==> src/rtl/spherical_dewarp_coordinate_generator_macros.svh <==
// Assertion macros for the dewarp coordinate generator
`ifndef SPHERICAL_DEWARP_COORDINATE_GENERATOR_MACROS_SVH
`define SPHERICAL_DEWARP_COORDINATE_GENERATOR_MACROS_SVH
`ifndef SYNTH
`define SDC_ASSERT_IMPL(lbl, clk, rstn, prop) \
  lbl: assert property (@(posedge clk) disable iff (!rstn) prop) else $error("assertion failed");
`define SDC_ASSERT_RST(lbl, clk, rstn, prop) \
  lbl: assert property (@(posedge clk) prop) else $error("assertion failed");
`else
`define SDC_ASSERT_IMPL(lbl, clk, rstn, prop)
`define SDC_ASSERT_RST(lbl, clk, rstn, prop)
`endif
`endif

==> src/rtl/sdc_pkg.sv <==
`timescale 1ns / 1ps
package sdc_pkg;
  typedef struct packed {
    logic [9:0] col_index;
    logic [9:0] row_index;
  } in_item_t;

  typedef struct packed {
    logic signed [19:0] source_x;
    logic signed [19:0] source_y;
  } out_item_t;

  typedef struct packed {
    logic [11:0]        center_x;
    logic [11:0]        center_y;
    logic [15:0]        radius_q4;
    logic [17:0]        half_edge_q8;
    logic [19:0]        plane_distance_q8;
    logic signed [17:0] angle_offset_x;
    logic signed [17:0] angle_offset_y;
  } cfg_t;

  typedef enum logic [2:0] {
    REG_CENTER_X  = 3'd0,
    REG_CENTER_Y  = 3'd1,
    REG_RADIUS    = 3'd2,
    REG_HALF_EDGE = 3'd3,
    REG_PLANE_DIST = 3'd4,
    REG_OFFSET_X  = 3'd5,
    REG_OFFSET_Y  = 3'd6
  } reg_idx_e;

  localparam int unsigned CORDIC_STEPS = 17;
  // vectoring datapath: x up to 2^30*1.65, y +-2^28
  localparam int unsigned VW = 33;
  localparam int unsigned AW = 20;
  localparam int unsigned RW = 20;
  localparam logic signed [AW-1:0] HALF_PI_Q16 = 20'sd102944;
  localparam logic signed [AW-1:0] PI_Q16      = 20'sd205887;
  localparam logic signed [RW-1:0] GAIN_INV_Q16 = 20'sd39797;
  localparam logic signed [19:0] OUT_MAX = 20'sd524287;
  localparam logic signed [19:0] OUT_MIN = -20'sd524288;

  function automatic logic signed [AW-1:0] atan_tab(input logic [4:0] i);
    logic signed [AW-1:0] r;
    begin
      case (i)
        5'd0:  r = 20'sd51472;
        5'd1:  r = 20'sd30386;
        5'd2:  r = 20'sd16055;
        5'd3:  r = 20'sd8150;
        5'd4:  r = 20'sd4091;
        5'd5:  r = 20'sd2047;
        5'd6:  r = 20'sd1024;
        5'd7:  r = 20'sd512;
        5'd8:  r = 20'sd256;
        5'd9:  r = 20'sd128;
        5'd10: r = 20'sd64;
        5'd11: r = 20'sd32;
        5'd12: r = 20'sd16;
        5'd13: r = 20'sd8;
        5'd14: r = 20'sd4;
        5'd15: r = 20'sd2;
        5'd16: r = 20'sd1;
        default: r = 20'sd0;
      endcase
      return r;
    end
  endfunction
endpackage

==> src/rtl/sdc_rot_stage.sv <==
`timescale 1ns / 1ps
// One rotation CORDIC step for both axes (sine)
module sdc_rot_stage #(
  parameter int unsigned STEP = 0
) (
  input  logic                          clk_i,
  input  logic                          en_i,
  input  logic signed [sdc_pkg::RW-1:0] xa_i,
  input  logic signed [sdc_pkg::RW-1:0] ya_i,
  input  logic signed [sdc_pkg::AW-1:0] za_i,
  input  logic signed [sdc_pkg::RW-1:0] xb_i,
  input  logic signed [sdc_pkg::RW-1:0] yb_i,
  input  logic signed [sdc_pkg::AW-1:0] zb_i,
  output logic signed [sdc_pkg::RW-1:0] xa_o,
  output logic signed [sdc_pkg::RW-1:0] ya_o,
  output logic signed [sdc_pkg::AW-1:0] za_o,
  output logic signed [sdc_pkg::RW-1:0] xb_o,
  output logic signed [sdc_pkg::RW-1:0] yb_o,
  output logic signed [sdc_pkg::AW-1:0] zb_o
);
  localparam logic signed [sdc_pkg::AW-1:0] T = sdc_pkg::atan_tab(5'(STEP));
  logic signed [sdc_pkg::RW-1:0] xa_d, ya_d, xb_d, yb_d;
  logic signed [sdc_pkg::AW-1:0] za_d, zb_d;
  logic signed [sdc_pkg::RW-1:0] xa_q, ya_q, xb_q, yb_q;
  logic signed [sdc_pkg::AW-1:0] za_q, zb_q;

  always_comb begin
    if (!za_i[sdc_pkg::AW-1]) begin
      xa_d = xa_i - (ya_i >>> STEP);
      ya_d = ya_i + (xa_i >>> STEP);
      za_d = za_i - T;
    end else begin
      xa_d = xa_i + (ya_i >>> STEP);
      ya_d = ya_i - (xa_i >>> STEP);
      za_d = za_i + T;
    end
    if (!zb_i[sdc_pkg::AW-1]) begin
      xb_d = xb_i - (yb_i >>> STEP);
      yb_d = yb_i + (xb_i >>> STEP);
      zb_d = zb_i - T;
    end else begin
      xb_d = xb_i + (yb_i >>> STEP);
      yb_d = yb_i - (xb_i >>> STEP);
      zb_d = zb_i + T;
    end
  end

  always_ff @(posedge clk_i) begin
    if (en_i) begin
      xa_q <= xa_d; ya_q <= ya_d; za_q <= za_d;
      xb_q <= xb_d; yb_q <= yb_d; zb_q <= zb_d;
    end
  end

  assign xa_o = xa_q;
  assign ya_o = ya_q;
  assign za_o = za_q;
  assign xb_o = xb_q;
  assign yb_o = yb_q;
  assign zb_o = zb_q;
endmodule

==> config.mk <==
export PLATFORM = sky130hd
export DESIGN_NAME = sdc_rot_stage
export DESIGN_NICKNAME = d
export VERILOG_FILES = /design/src/rtl/spherical_dewarp_coordinate_generator_macros.svh /design/src/rtl/sdc_pkg.sv /design/src/rtl/sdc_rot_stage.sv
export SDC_FILE = /design/constraint.sdc
export NUM_CORES = 1
export LEC_CHECK = 0
export ABC_AREA = 1
export BUFFER_PORTS_ARGS = -buffer_cell sky130_fd_sc_hd__buf_4
export CAP_MARGIN = 15
export CORE_MARGIN = 5
export CORE_UTILIZATION = 55
export DETAILED_ROUTE_END_ITERATION = 8
export PLACE_DENSITY = 0.87
export SLEW_MARGIN = 5
export SYNTH_ARGS = -nofsm -noshare
export SYNTH_HDL_FRONTEND = slang
export SYNTH_SLANG_ARGS = --single-unit
==> constraint.sdc <==
create_clock -name clk_i -period 3.5 [get_ports clk_i]
set_clock_uncertainty 0.15 [all_clocks]
set_input_delay 0.7 -clock clk_i [delete_from_list [all_inputs] [get_ports clk_i]]
set_output_delay 0.7 -clock clk_i [all_outputs]
set_load 0.02 [all_outputs]
; Word-level counts from Yosys, hierarchy flattened
; Cells that the tools add are included.
[word_totals]
reg_bits = 120
input_bits = 122
output_inout_bits = 120
wordCells = 22
[op_classes]
add_sub_neg = 10
n_mux = 6
[ops]
columns = operator, n
row1 = two-way mux 20 bit, 6
row2 = subtractor 20 bit, 4
row3 = "adder 20 x 17 -> 20 bit, second input constant", 2
row4 = adder 20 bit, 2
row5 = "subtractor 20 x 17 -> 20 bit, second input constant", 2

; Logic depth before layout (Yosys ltp)
[logic_depth]
ltp_word = 2
mapped_depth = 14
depth_no_buf = 14

; Worst setup path after synthesis
; No wires, ideal clock.
[synth_timing]
path_kind = in2reg
start = input port zb_i[19] in the netlist's numbering
end = register zb_q (netlist bit zb_o[18]) (data pin)
setup_time_ps = 252
arrival_ps = 2508
t_required_ps = 3098
path_slack_ps = 589
path_stages = 11
n_path_buf = 2
cell_sequence = inv_1 > clkbuf_1 > buf_2 > ha_1 > a21oi_1 > nand2_1 > a21boi_0 > nand3b_1 > nand2_1 > nand2_1 > nand2_1
[synth_between]
elab_chain_len = 1
[synth_lines]
columns = element, line_no
row1 = start: declaration, sdc_rot_stage.sv:13  ; input logic signed [sdc_pkg::AW-1:0] zb_i,
row2 = two-way mux 20 bit, sdc_rot_stage.sv:37  ; if (!zb_i[sdc_pkg::AW-1]) begin
row3 = "net zb_d, one bit", sdc_rot_stage.sv:23  ; logic signed [sdc_pkg::AW-1:0] za_d, zb_d;
row4 = end signal: assignment, sdc_rot_stage.sv:51  ; xb_q <= xb_d; yb_q <= yb_d; zb_q <= zb_d;
row5 = end: declaration, sdc_rot_stage.sv:25  ; logic signed [sdc_pkg::AW-1:0] za_q, zb_q;
; The timed path passes the listed nets, and every way through them passes these cells.
; A chain may end at the register's enable or synchronous reset.

; Final worst setup path
[layout_timing]
start = input port za_i[19] in the netlist's numbering
end = register za_q (netlist bit za_o[12]) (data pin)
[layout_between]
elab_chain_len = 1
[layout_lines]
columns = element, line_no
row1 = start: declaration, sdc_rot_stage.sv:10  ; input logic signed [sdc_pkg::AW-1:0] za_i,
row2 = two-way mux 20 bit, sdc_rot_stage.sv:28  ; if (!za_i[sdc_pkg::AW-1]) begin
row3 = "net za_d, one bit", sdc_rot_stage.sv:23
row4 = end signal: assignment, sdc_rot_stage.sv:50  ; xa_q <= xa_d; ya_q <= ya_d; za_q <= za_d;
row5 = end: declaration, sdc_rot_stage.sv:25
; The timed path passes the listed nets, and every way through them passes these cells.

==> results.yml <==
floorplanning:
  initial_core_util: 0.557
  std_cell_rows: 56
  die_w_um: 164
  die_area_sq_um: 26800
  core-area_sq_um: 23300
  boundaryPins: 242
  die_height_um: 164
worst_setup_path:
  worstPathCellList: "buf_4 > clkinv_1 > ha_1 > a21oi_1 > nand2_1 > a21boi_0 > nor3_1 > o21ai_0 > nand2_1"
  critPathBufInv: 2
  worst-endpoint-arrival_ns: 2.79
  setup.worst_path.end_class: "flip-flop"
  worst_path_largest_cell_delay_ns: 0.52
  cp_top_family: "compound AO/OA/AOI/OAI gates"
  worst-endpoint-required_ns: 3.53
  crit_top_cell: "sky130_fd_sc_hd__nand2_1"
  timing.critical_path.slowest_stage_cell: "sky130_fd_sc_hd__ha_1"
  setup.worst_path.class: "primary input to flip-flop"
  critPathLaunchType: "primary input"
  cp_max_fo: 12
synthesis:
  synth_adder_area_share: 0.163
  syn-num-nets: 2170
  synth_top_family_by_area: "simple AND/OR/NAND/NOR gates"
  synthesis.yosys.warnings: 0
  post_synth_num_cell_types: 39
  avgSynthCellArea_sq_um: 6.90
  ys.flop_type: "sky130_fd_sc_hd__edfxtp_1"
  synth.area.top_cells: "sky130_fd_sc_hd__edfxtp_1 27%, sky130_fd_sc_hd__nand2_1 16%, sky130_fd_sc_hd__ha_1 15%, sky130_fd_sc_hd__inv_1 8.4%, sky130_fd_sc_hd__nand3_1 7.6%"
  netlist.area_leader.share: 0.273
  ys_top_cells_by_count: "557 x sky130_fd_sc_hd__nand2_1, 291 x sky130_fd_sc_hd__inv_1, 197 x sky130_fd_sc_hd__nand3_1"
  synth-edff-count: 118
  synthDominantAreaCellType: "sky130_fd_sc_hd__edfxtp_1"
  ys_seq_area_frac: 0.273
  yosys.area_share.simple: 0.308
  synthXorXnorAreaFrac: 0.0263
  postSynthRegisterBits: 118
  synthesized_instance_count: 1884
  synthMuxAreaShare: 0
  syn-cell-area_sq_um: 13000
  async_flop_share: 0
  synth-compound-area-share: 0.117
  synth_most_common_cell: "sky130_fd_sc_hd__nand2_1"
power_and_ir_drop:
  peakVddDrop_v: 0.000331
  total_leakage_power_nw: 8.22
  cellPowerDensity_nw_per_um2: 398
timing:
  setup_ws_ns: 0.731
  whs_ns: 0.289
  rsz_0062_raised_after_global_routing: "no"
  timing.setup.tns_ns: 0
  finalCriticalPeriod_ns: 2.77
  setup_violations: 0
  max_slew.worst_pin.slew_ns: 0.553
  finalHoldViolCount: 0
  clock.fmax_ghz: 0.361
  timing.slew.headroom: 0.632
  slew_violations: 0
  period_share: 0.791
global_route:
  grt.overflow.total: 0
  grt_pass1_vias: 12569
  global_route_wire_length_before_repair_um: 65400
  globalRouteTotalUtil: 0.304
  grt_antenna_before_repair: 0
  grt_start_max_net_pins: 46
clocking:
  cts.htree.levels: 4
  post_cts_resized: 0
  clk_pin_slew_ns: 0.07
  cts_setup_buffers: 0
  holdBufCountCts: 0
  cts_root_buf: "sky130_fd_sc_hd__clkbuf_16"
  clockBufferDepth: 2
  cts_tree: "built"
  cts.sink_count: 118
  numCtsBuffers: 17
finish:
  drive_gt1_frac: 0.156
  layout-area-overhead-vs-synth_pct: 19.5
  antenna_cells_inserted: 0
  layout.nets: 2386
  postLayoutCellArea_sq_um: 15500
  final_core_utilization: 0.666
routing:
  route.detailed.wl_per_inst_um: 17.1
  route.antenna.remaining_nets: 0
  drc: 1
  total_wirelength_um: 41500
  detailroute.via_count: 13348
  routed_via_density: 5.49
  drtIter0Drc: 1212
  dr.pass1.iters: 8
place:
  io_buffer_count: 241
  total_placed_instance_area_sq_um: 14900
  place_worst_setup_slack_ns: 0.366
  dp_hpwl_um: 33700
  routabilityCongestion: 0.986
job:
  max_cap_violations: 0
outcome:
  result_of_the_run: "finished, violations left"
  violated_checks: "design-rule violations"
hold_path:
  hold_path.class: "primary input to flip-flop"
  holdCritStartpoint: "za_i[1]"
  worst_hold_path_cells: 1
  worst_hold_path.endpoint: "za_o[1]"
-- kinds of logic after synthesis --
group / Yosys count
flip-flops: 118
XOR/XNOR: 39
AO/OA/AOI/OAI: 270
buffers and inverters: 351
AND/OR/NAND/NOR: 942
adder cells (fa/ha/maj): 164
-- layout by cell type, fill, tap and decap left out, drive strengths merged --
cell type	count
inv	306
bufinv	2
a41oi	1
clkinvlp	1
buf	249
a21boi	5
xnor2	4
nand4	13
o22ai	13
nor3	15
o21bai	28
nand2	567
nor4	5
ha	156
o31ai	1
xor2	35
nor2	128
edfxtp	118
nand3b	4
fa	8
clkbuf	17
a31oi	3
and2	7
a21oi	137
clkinv	5
a21o	7
o21ai	75
nand3	203
-- worst max path at each step --
| stage | start | to | depth (start not counted) |
|---|---|---|---|
| finish | za_i[19] | za_o[12] | 9 |
| global route | za_i[19] | za_o[12] | 9 |
| CTS | za_i[19] | za_o[12] | 9 |
| detailed placement | za_i[19] | za_o[12] | 9 |
| global placement | za_i[19] | za_o[18] | 10 |
| floorplan | zb_i[19] | zb_o[18] | 11 |
-- power by group --
group | total, mW | switching [mW] | internal, mW | leakage (nW)
Combinational | 2.40 | 1.55 | 0.847 | 6.77
Clock | 1.89 | 0.810 | 1.08 | 0.298
Sequential | 1.89 | 0.0720 | 1.82 | 1.15
Total | 6.18 | 2.43 | 3.75 | 8.22
-- final cells by class --
type | count | area (sq um)
multi-input combinational | 1415 | 7970
fill | 2052 | 7800
sequential | 118 | 3540
timing repair buffer | 249 | 1880
inverter | 299 | 1120
clock buffer | 17 | 425
tap | 319 | 399
clock inverter | 15 | 188
-- per-layer routing --
layer / global-route usage / up-vias / routed length (um)
li1: - / 6537 / -
met1: 0.426 / 6108 / 18100
met2: 0.499 / 638 / 19000
met3: 0.0404 / 65 / 3560
met4: 0.0782 / 0 / 814
met5: 0 / - / 0
-- per-stage QoR --
stage	power, mW	cells
floorplan	3.41	1884
global placement	4.24	2400
detailed placement	4.27	2400
CTS	6.17	2432
global route	6.50	2432
finish	6.18	2432
-- registers in the layout, summed over array words and instances (netlist names) --
name and flops:
yb_o 20, za_o 20, xa_o 20, ya_o 19, xb_o 19, zb_o 20
(Power assumes the default switching activity.)
