[src/rtl/spherical_dewarp_coordinate_generator_macros.svh]
// Assertion macros for the dewarp coordinate generator
`ifndef SPHERICAL_DEWARP_COORDINATE_GENERATOR_MACROS_SVH
`define SPHERICAL_DEWARP_COORDINATE_GENERATOR_MACROS_SVH
`ifndef SYNTH
`define SDC_ASSERT_IMPL(lbl, clk, rstn, prop) \
  lbl: assert property (@(posedge clk) disable iff (!rstn) prop) else $error("assertion failed");
`define SDC_ASSERT_RST(lbl, clk, rstn, prop) \
  lbl: assert property (@(posedge clk) prop) else $error("assertion failed");
`else
`define SDC_ASSERT_IMPL(lbl, clk, rstn, prop)
`define SDC_ASSERT_RST(lbl, clk, rstn, prop)
`endif
`endif

[src/rtl/sdc_pkg.sv]
`timescale 1ns / 1ps
package sdc_pkg;
  typedef struct packed {
    logic [9:0] col_index;
    logic [9:0] row_index;
  } in_item_t;

  typedef struct packed {
    logic signed [19:0] source_x;
    logic signed [19:0] source_y;
  } out_item_t;

  typedef struct packed {
    logic [11:0]        center_x;
    logic [11:0]        center_y;
    logic [15:0]        radius_q4;
    logic [17:0]        half_edge_q8;
    logic [19:0]        plane_distance_q8;
    logic signed [17:0] angle_offset_x;
    logic signed [17:0] angle_offset_y;
  } cfg_t;

  typedef enum logic [2:0] {
    REG_CENTER_X  = 3'd0,
    REG_CENTER_Y  = 3'd1,
    REG_RADIUS    = 3'd2,
    REG_HALF_EDGE = 3'd3,
    REG_PLANE_DIST = 3'd4,
    REG_OFFSET_X  = 3'd5,
    REG_OFFSET_Y  = 3'd6
  } reg_idx_e;

  localparam int unsigned CORDIC_STEPS = 17;
  // vectoring datapath: x up to 2^30*1.65, y +-2^28
  localparam int unsigned VW = 33;
  localparam int unsigned AW = 20;
  localparam int unsigned RW = 20;
  localparam logic signed [AW-1:0] HALF_PI_Q16 = 20'sd102944;
  localparam logic signed [AW-1:0] PI_Q16      = 20'sd205887;
  localparam logic signed [RW-1:0] GAIN_INV_Q16 = 20'sd39797;
  localparam logic signed [19:0] OUT_MAX = 20'sd524287;
  localparam logic signed [19:0] OUT_MIN = -20'sd524288;

  function automatic logic signed [AW-1:0] atan_tab(input logic [4:0] i);
    logic signed [AW-1:0] r;
    begin
      case (i)
        5'd0:  r = 20'sd51472;
        5'd1:  r = 20'sd30386;
        5'd2:  r = 20'sd16055;
        5'd3:  r = 20'sd8150;
        5'd4:  r = 20'sd4091;
        5'd5:  r = 20'sd2047;
        5'd6:  r = 20'sd1024;
        5'd7:  r = 20'sd512;
        5'd8:  r = 20'sd256;
        5'd9:  r = 20'sd128;
        5'd10: r = 20'sd64;
        5'd11: r = 20'sd32;
        5'd12: r = 20'sd16;
        5'd13: r = 20'sd8;
        5'd14: r = 20'sd4;
        5'd15: r = 20'sd2;
        5'd16: r = 20'sd1;
        default: r = 20'sd0;
      endcase
      return r;
    end
  endfunction
endpackage

[src/rtl/sdc_vec_stage.sv]
`timescale 1ns / 1ps
// One vectoring CORDIC step for both axes (atan of t / dist)
module sdc_vec_stage #(
  parameter int unsigned STEP = 0
) (
  input  logic                          clk_i,
  input  logic                          en_i,
  input  logic signed [sdc_pkg::VW-1:0] xa_i,
  input  logic signed [sdc_pkg::VW-1:0] ya_i,
  input  logic signed [sdc_pkg::AW-1:0] za_i,
  input  logic signed [sdc_pkg::VW-1:0] xb_i,
  input  logic signed [sdc_pkg::VW-1:0] yb_i,
  input  logic signed [sdc_pkg::AW-1:0] zb_i,
  output logic signed [sdc_pkg::VW-1:0] xa_o,
  output logic signed [sdc_pkg::VW-1:0] ya_o,
  output logic signed [sdc_pkg::AW-1:0] za_o,
  output logic signed [sdc_pkg::VW-1:0] xb_o,
  output logic signed [sdc_pkg::VW-1:0] yb_o,
  output logic signed [sdc_pkg::AW-1:0] zb_o
);
  localparam logic signed [sdc_pkg::AW-1:0] T = sdc_pkg::atan_tab(5'(STEP));
  logic signed [sdc_pkg::VW-1:0] xa_d, ya_d, xb_d, yb_d;
  logic signed [sdc_pkg::AW-1:0] za_d, zb_d;
  logic signed [sdc_pkg::VW-1:0] xa_q, ya_q, xb_q, yb_q;
  logic signed [sdc_pkg::AW-1:0] za_q, zb_q;

  always_comb begin
    if (!ya_i[sdc_pkg::VW-1]) begin
      xa_d = xa_i + (ya_i >>> STEP);
      ya_d = ya_i - (xa_i >>> STEP);
      za_d = za_i + T;
    end else begin
      xa_d = xa_i - (ya_i >>> STEP);
      ya_d = ya_i + (xa_i >>> STEP);
      za_d = za_i - T;
    end
    if (!yb_i[sdc_pkg::VW-1]) begin
      xb_d = xb_i + (yb_i >>> STEP);
      yb_d = yb_i - (xb_i >>> STEP);
      zb_d = zb_i + T;
    end else begin
      xb_d = xb_i - (yb_i >>> STEP);
      yb_d = yb_i + (xb_i >>> STEP);
      zb_d = zb_i - T;
    end
  end

  always_ff @(posedge clk_i) begin
    if (en_i) begin
      xa_q <= xa_d; ya_q <= ya_d; za_q <= za_d;
      xb_q <= xb_d; yb_q <= yb_d; zb_q <= zb_d;
    end
  end

  assign xa_o = xa_q;
  assign ya_o = ya_q;
  assign za_o = za_q;
  assign xb_o = xb_q;
  assign yb_o = yb_q;
  assign zb_o = zb_q;
endmodule

[config.mk]
export PLATFORM = sky130hd
export DESIGN_NAME = sdc_vec_stage
export DESIGN_NICKNAME = d
export VERILOG_FILES = /design/src/rtl/spherical_dewarp_coordinate_generator_macros.svh /design/src/rtl/sdc_pkg.sv /design/src/rtl/sdc_vec_stage.sv
export SDC_FILE = /design/constraint.sdc
export NUM_CORES = 1
export LEC_CHECK = 0
export BUFFER_PORTS_ARGS = -buffer_cell sky130_fd_sc_hd__buf_2
export CAP_MARGIN = 10
export CORE_ASPECT_RATIO = 1.25
export CORE_MARGIN = 2
export CORE_UTILIZATION = 34
export CTS_CLUSTER_DIAMETER = 80
export DETAILED_ROUTE_END_ITERATION = 16
export HOLD_SLACK_MARGIN = 0.02
export PLACE_DENSITY = 0.61
export SKIP_CTS_REPAIR_TIMING = 1
export SYNTH_ARGS = -nofsm -noshare
export SYNTH_HDL_FRONTEND = slang
export SYNTH_SLANG_ARGS = --single-unit
[constraint.sdc]
create_clock -name clk_i -period 3.52 [get_ports clk_i]
set_clock_uncertainty 0.15 [all_clocks]
set_input_delay 0.528 -clock clk_i [delete_from_list [all_inputs] [get_ports clk_i]]
set_output_delay 0.528 -clock clk_i [all_outputs]
set_load 0.1 [all_outputs]
## Word level (Yosys, flattened, before mapping)

Index checks and enable logic that the tools add are counted.

| cells by class | value |
|---|---|
| add/sub/neg operators | 10 |
| mux-type cells | 6 |

Operators with widths:

| kind | number |
|---|---|
| $mux 33 | 4 |
| $sub 33x33->33 | 4 |
| $add 33x33->33 | 2 |
| $add 20x17->20 const B | 2 |
| $mux 20 | 2 |
| $sub 20x17->20 const B | 2 |

| storage, ports and cells | value |
|---|---|
| register bits | 172 |
| input bits | 174 |
| output and inout port bits | 172 |
| logic and storage cells | 22 |

## Longest topological paths before layout

Gate-level depths: netlist (run 1).

| depth | value |
|---|---|
| depth after elaboration | 2 |
| gate-level depth with buffers | 14 |

## Worst setup path after synthesis (run 1)

Ideal clock, no wire load.

| timing | value |
|---|---|
| path type | input to register |
| from | input ya_i[32] (netlist bit) |
| to | register za_q, in the netlist za_o[18] (data pin) |
| arrival time | 3.041 ns |
| setup slack | 0.072 ns |
| cell stages on the path | 14 |
| path through | clkbuf_1 -> inv_1 -> clkbuf_1 -> buf_1 -> fa_1 -> nor2b_1 -> o21ai_0 -> a21boi_0 -> o211ai_1 -> a21oi_1 -> o31ai_1 -> o21bai_1 -> a21oi_1 -> xnor2_1 |

| between the ends | value |
|---|---|
| cells in the longest elaborated chain, start to end | 1 |

RTL lines:

| element | line | text |
|---|---|---|
| from (decl) | sdc_vec_stage.sv:9 | `input logic signed [sdc_pkg::VW-1:0] ya_i,` |
| $mux 20 | sdc_vec_stage.sv:28 | `if (!ya_i[sdc_pkg::VW-1]) begin` |
| via za_d (one bit) | sdc_vec_stage.sv:23 | `logic signed [sdc_pkg::AW-1:0] za_d, zb_d;` |
| to (signal assigned) | sdc_vec_stage.sv:50 | `xa_q <= xa_d; ya_q <= ya_d; za_q <= za_d;` |
| to (decl) | sdc_vec_stage.sv:25 | `logic signed [sdc_pkg::AW-1:0] za_q, zb_q;` |

The timed path passes the listed nets, and every way through them passes these cells.
A chain may end at the register's enable or synchronous reset.

## Worst setup path after layout (run 1)

| timing | value |
|---|---|
| from | input xb_i[0] (netlist bit) |
| to | register xb_q, in the netlist xb_o[32] (data pin) |

| between the ends | value |
|---|---|
| cells in the longest elaborated chain, start to end | 2 |
| elaborated cells between the ends (all ways) | 3 |
| those cells by class | add/sub (2); mux (1) |

RTL lines:

| element | line | text |
|---|---|---|
| from (decl) | sdc_vec_stage.sv:11 | `input logic signed [sdc_pkg::VW-1:0] xb_i,` |
| $add 33x33->33 or $sub 33x33->33 (tied branches) | sdc_vec_stage.sv:38, sdc_vec_stage.sv:42 |  |
| $mux 33 * | sdc_vec_stage.sv:37 | `if (!yb_i[sdc_pkg::VW-1]) begin` |
| via xb_d (one bit) | sdc_vec_stage.sv:22 | `logic signed [sdc_pkg::VW-1:0] xa_d, ya_d, xb_d, yb_d;` |
| to (signal assigned) | sdc_vec_stage.sv:51 | `xb_q <= xb_d; yb_q <= yb_d; zb_q <= zb_d;` |
| to (decl) | sdc_vec_stage.sv:24 | `logic signed [sdc_pkg::VW-1:0] xa_q, ya_q, xb_q, yb_q;` |

The timed path passes the listed nets; every way through them passes the cells marked *.

==> results.json, run 1 <==
{
  "status": "complete, no violations",
  "yosysTopAreaCell": "edfxtp_1",
  "fin_crit_ns": 3.37,
  "post-route-util": 0.448,
  "die_h_um": 255,
  "worst_path_max_delay_cell": "a221o_1",
  "seq_power_share": 0.263,
  "cts_buffers": 17,
  "tns_ns": 0,
  "io_buffers": 345,
  "powerDensity_nw_per_um2": 471,
  "seq_area_frac_synth": 0.297,
  "rows": 92,
  "rsz0062_at_grt": "no",
  "core_region_area_sq_um": 50200,
  "cap_violations": 0,
  "syn_nets": 2412,
  "clock_sinks": 170,
  "cts_tree": "built",
  "max_stage_delay_ns": 0.45,
  "postLayoutCellArea_sq_um": 22500,
  "start_kind": "input pin",
  "synth_top_area_frac": 0.297,
  "cts_max_path_buffers": 2,
  "area_delta_synth_final_pct": 30.9,
  "syn-cell-area_sq_um": 17200,
  "crit_type": "input pin to flop",
  "ys_types": 83,
  "layout.nets": 3011,
  "total_power_uw": 10600,
  "post-dp-hpwl_um": 53000,
  "p_int_uw": 5320,
  "synth_simple_gate_area_frac": 0.132,
  "hold_class": "input pin to flop",
  "ctsHtreeMaxLevel": 4,
  "synthAdderAreaFrac": 0.169,
  "finalMaxSlewViolations": 0,
  "power.switching_uw": 5270,
  "worst-path-max-fanout": 5,
  "path_cells": "buf_2, ha_1, fa_1, nand2b_1, a221oi_1, buf_4, a21oi_1, a31oi_1, a221o_1, a21boi_2, nor4_2, o32ai_2, xnor2_1",
  "whs_endpoint": "za_o[0]",
  "grt_usage": 0.241,
  "fmax_mhz": 297,
  "yosys_warnings": 0,
  "grt_pass1_vias": 17800,
  "synth_xor_area_frac": 0.0769,
  "via_count": 17500,
  "yosys_register_bits": 170,
  "drcViolationCount": 0,
  "worstPathRequired_ns": 3.58,
  "synth_compound_area_frac": 0.244,
  "cts-root-buf": "clkbuf_16",
  "syn_inst": 2010,
  "clk_pin_slew_ns": 0.07,
  "synthTopCellsByArea": "edfxtp_1, ha_1, a21oi_1",
  "drive_gt1_frac": 0.278,
  "ir_worst_vdd_mv": 0.466,
  "place_area_sq_um": 21800,
  "firstDrtPassIters": 5,
  "viasPerCell": 5.32,
  "hold_viol": 0,
  "min_from": "za_i[0]",
  "cp-end-kind": "flop",
  "arrival_ns": 3.43,
  "gp_congestion": 0.972,
  "swShare": 0.498,
  "dp.cells": 3248,
  "hold_depth": 1,
  "post_drt_wl_per_cell_um": 19.6,
  "antenna_found_initial": 18,
  "synth_mux_area_frac": 0.0111,
  "io-pin-count": 346,
  "tightest_slew_ns": 0.951,
  "drtIter0Drc": 956,
  "synth_area_per_cell_sq_um": 8.56,
  "relSlewSlack": 0.366,
  "die_w_um": 205,
  "synth_ff_type": "edfxtp_1",
  "synth_edf_count": 170,
  "power_frac_comb": 0.544,
  "grt_pass1_wl_um": 98000,
  "grt_overflow": 0,
  "routed_wl_um": 64300,
  "synth_top_family_by_area": "compound AO/OA/AOI/OAI gates",
  "start_util": 0.343,
  "setup_violations": 0,
  "ant_nets": 0,
  "period_share": 0.956,
  "die_area_sq_um": 52400,
  "fin_cells": 3286,
  "async_flop_share": 0,
  "clockPowerShare": 0.193,
  "power.leakage_uw": 0.0104,
  "grt_max_degree": 83
}
-- cell families after synthesis --
group	Yosys count
AOI/OAI and AO/OA	666
xor gates and xnor gates	151
adders and majority gates	228
buffers and inverters	306
DFF	170
muxes	19
and+or+nand+nor	470
-- cell usage after synthesis, types with 35 or more instances --
master and count:
xnor2_1 134, o21ai_0 130, nor3_1 41, clkbuf_1 38
o21bai_1 41, a21oi_1 243, nand2_1 100, nand3_1 35
inv_1 208, ha_1 220, nor2_1 145, edfxtp_1 170
-- power groups by stage --
stage	Combinational, uW	Clock (uW)	Sequential, uW
after floorplan	1730	0	5190
after detailed placement	5710	0	2830
after global routing	6060	2180	2820
final	5760	2050	2790
after global placement	5690	0	2830
after CTS	5730	2100	2790
-- layout by cell type, fill, tap and decap left out, types with 19 or more instances in the layout --
| master | n |
|---|---|
| inv_1 | 208 |
| xnor2_1 | 134 |
| buf_4 | 319 |
| ha_1 | 220 |
| nand2_1 | 100 |
| a211oi_1 | 21 |
| o211ai_1 | 19 |
| nand2b_1 | 27 |
| a31oi_1 | 19 |
| nor2_1 | 145 |
| mux2i_1 | 19 |
| o21bai_1 | 41 |
| o31ai_1 | 19 |
| a21o_1 | 29 |
| or3_1 | 19 |
| nand3_1 | 35 |
| nor3_1 | 41 |
| buf_2 | 342 |
| o21ai_0 | 130 |
| nor2b_1 | 24 |
| edfxtp_1 | 170 |
| a21oi_1 | 243 |
| o21a_1 | 22 |
-- metrics by stage --
step / hold slack [ns] / setup WS (ns)
final: 0.0786 / 0.154
after global routing: 0.0559 / 0.0215
after CTS: 0.0470 / 0.124
after detailed placement: 0.556 / -0.393
after global placement: 0.556 / -0.374
after floorplan: 0.477 / 0.0716
-- worst max-delay path, delay by kind of cell --
family                   cells  cell delay (ns)
AO/OA/AOI/OAI                6             1.71
XOR/XNOR                     1             0.10
adder cells (fa/ha/maj)      2             0.60
buffers and inverters        2             0.26
AND/OR/NAND/NOR              2             0.20
-- sequential cells by signal, indices dropped and copies added, names as in the netlist --
| signal | flops |
|---|---|
| xa_o | 33 |
| xb_o | 33 |
| ya_o | 32 |
| yb_o | 32 |
| za_o | 20 |
| zb_o | 20 |
-- final cells by class --
class                   instances  area (sq um)
fillers                      4945         27700
multi-input cells            1534         10900
flip-flops and latches        170          5100
repair buffers                665          4180
inverters                     221           830
well taps                     658           823
clock buffers                  17           425
clock inverters                14           189
diodes                          7          17.5
-- per-layer routing --
metal  global-route usage  vias up  routed length (um)
met4                0.115       16                2860
li1                     -     8411                   -
met3               0.0546      148                4420
met5                    0        -                 103
met2                0.439      625               32500
met1                0.261     8297               24400
-- how the worst max path moves through the flow --
stage,startpoint,endpoint
5_1_grt,xa_i[2],ya_o[28]
6_report,xb_i[0],xb_o[32]
3_5_place_dp,xb_i[8],xb_o[32]
4_1_cts,xb_i[0],xb_o[32]
3_3_place_gp,xb_i[7],yb_o[28]
2_1_floorplan,ya_i[32],za_o[18]
Power figures use the tool's default switching activity.
==> run 2, diff against run 1 <==
--- a/config.mk
+++ b/config.mk
@@ -9,11 +9,11 @@
 export CAP_MARGIN = 10
 export CORE_ASPECT_RATIO = 1.25
 export CORE_MARGIN = 2
-export CORE_UTILIZATION = 34
+export CORE_UTILIZATION = 52
 export CTS_CLUSTER_DIAMETER = 80
 export DETAILED_ROUTE_END_ITERATION = 16
 export HOLD_SLACK_MARGIN = 0.02
-export PLACE_DENSITY = 0.61
+export PLACE_DENSITY = 0.84
 export SKIP_CTS_REPAIR_TIMING = 1
 export SYNTH_ARGS = -nofsm -noshare
 export SYNTH_HDL_FRONTEND = slang
==> run 2 against run 1 <==
  * Non-clock buffer count decreased by 26
  * Global-route usage rose by 9.8 points
  * Largest power group unchanged
  * Setup slack better by 0.025 ns
  * Largest cell class unchanged
  * Cell count decreased by 8.0%
  * Cell area shrank 2.4%
==> results.json, run 2 (synthesized netlist as in run 1, its figures left out) <==
{
  "die_w_um": 167,
  "fmax_mhz": 299,
  "via_count": 18000,
  "ctsHtreeMaxLevel": 4,
  "grt_max_degree": 69,
  "ir_worst_vdd_mv": 0.432,
  "cts_tree": "built",
  "viasPerCell": 5.96,
  "rows": 74,
  "start_util": 0.528,
  "cp_common_cell": "o21ai_1",
  "cts-root-buf": "clkbuf_16",
  "powerDensity_nw_per_um2": 479,
  "clock_sinks": 170,
  "hold_class": "input pin to flop",
  "rsz0062_at_grt": "no",
  "io_buffers": 345,
  "min_from": "za_i[3]",
  "seq_power_share": 0.265,
  "fin_crit_ns": 3.34,
  "ant_nets": 0,
  "worst_path_max_delay_cell": "or4_1",
  "grt_overflow": 0,
  "die_area_sq_um": 34600,
  "drcViolationCount": 0,
  "period_share": 0.949,
  "power.switching_uw": 5240,
  "grt_pass1_vias": 17900,
  "layout_commonest_cell": "buf_2",
  "status": "complete, no violations",
  "grt_usage": 0.340,
  "post-dp-hpwl_um": 48600,
  "relSlewSlack": 0.486,
  "fin_hold_ws_ns": 0.0849,
  "routed_wl_um": 60400,
  "path_cells": "buf_2, inv_1, ha_1, fa_1, nor2b_1, o21ai_1, a311oi_1, buf_4, o21ai_1, a211o_1, or4_1, a31oi_1, o32ai_2, xnor2_1",
  "swShare": 0.498,
  "cap_violations": 0,
  "drive_gt1_frac": 0.268,
  "antenna_found_initial": 10,
  "post-route-util": 0.674,
  "worstPathRequired_ns": 3.57,
  "dp.cells": 2982,
  "setup_violations": 0,
  "layout.nets": 2985,
  "cts_buffers": 17,
  "total_power_uw": 10500,
  "drtIter0Drc": 1538,
  "layout_common_cells": "buf_2, buf_4, a21oi_1",
  "fin_cells": 3022,
  "core_region_area_sq_um": 32600,
  "finalMaxSlewViolations": 0,
  "power.leakage_uw": 0.0103,
  "fill_cells": 2689,
  "clk_pin_slew_ns": 0.07,
  "io-pin-count": 346,
  "max_stage_delay_ns": 0.41,
  "gp_congestion": 1.02,
  "cp-end-kind": "flop",
  "tightest_slew_ns": 0.772,
  "crit_type": "input pin to flop",
  "firstDrtPassIters": 6,
  "place_area_sq_um": 21300,
  "start_kind": "input pin",
  "die_h_um": 207,
  "grt_pass1_wl_um": 93400,
  "postLayoutCellArea_sq_um": 22000,
  "p_int_uw": 5280,
  "hold_depth": 1,
  "whs_endpoint": "za_o[3]",
  "power_frac_comb": 0.539,
  "clockPowerShare": 0.196,
  "cts_max_path_buffers": 2,
  "arrival_ns": 3.39,
  "area_delta_synth_final_pct": 27.7,
  "hold_viol": 0,
  "worst-path-max-fanout": 3,
  "post_drt_wl_per_cell_um": 20.0
}
==> run 2: cell types whose count changed in the layout (fill, tap and decap cells not counted), sizes merged <==
cell and delta:
buf -26, clkinv +2, clkinvlp -3, inv +2, diode +1
==> run 2: worst max-delay path, delay by kind of cell <==
| kind | cells | cell delay [ns] |
|---|---|---|
| buf+inv | 3 | 0.33 |
| simple gates | 2 | 0.59 |
| xor+xnor | 1 | 0.16 |
| fa+ha+maj | 2 | 0.62 |
| compound gates | 6 | 1.17 |
==> run 2: power groups by stage <==
stage                     clock (uW)  sequential, uW  combinational (uW)
after global placement             0            2820                5530
after detailed placement           0            2830                5580
after global routing            2140            2810                5930
after CTS                       2080            2790                5610
after floorplan                    0            5190                1730
final                           2060            2790                5670
==> run 2: how the worst max path moves through the flow <==
stage             start  endpoint  slack (ns)
6_report        xb_i[0]  xb_o[32]        0.18
5_1_grt         xb_i[0]  xb_o[32]        0.03
4_1_cts         xb_i[0]  xb_o[32]        0.24
3_5_place_dp    xb_i[0]  xb_o[32]       -0.23
3_3_place_gp    xa_i[0]  ya_o[26]       -0.18
2_1_floorplan  ya_i[32]  za_o[18]        0.07
==> run 2: final cells by class <==
type | instances | area (sq um) | area share
inverter | 221 | 830 | 0.0378
clock inverter | 15 | 184 | 0.00837
antenna | 8 | 20.0 | 0.000911
tap | 418 | 523 | 0.0238
sequential | 170 | 5100 | 0.232
timing repair buffer | 639 | 3970 | 0.181
multi-input combinational | 1534 | 10900 | 0.497
clock buffer | 17 | 425 | 0.0194
==> run 2: per-stage QoR <==
| step | TNS (ns) | worst slack, ns |
|---|---|---|
| 5_1_grt | 0 | 0.0307 |
| 4_1_cts | 0 | 0.244 |
| 6_report | 0 | 0.179 |
| 2_1_floorplan | 0 | 0.0716 |
| 3_5_place_dp | -4.69 | -0.229 |
| 3_3_place_gp | -2.59 | -0.180 |
==> run 2: routing by layer <==
metal,vias to the layer above,global-route usage,share of wire
li1,8369,-,-
met1,8439,0.379,0.37
met2,944,0.607,0.50
met3,247,0.0635,0.075
met4,10,0.186,0.058
met5,-,0,0.0012
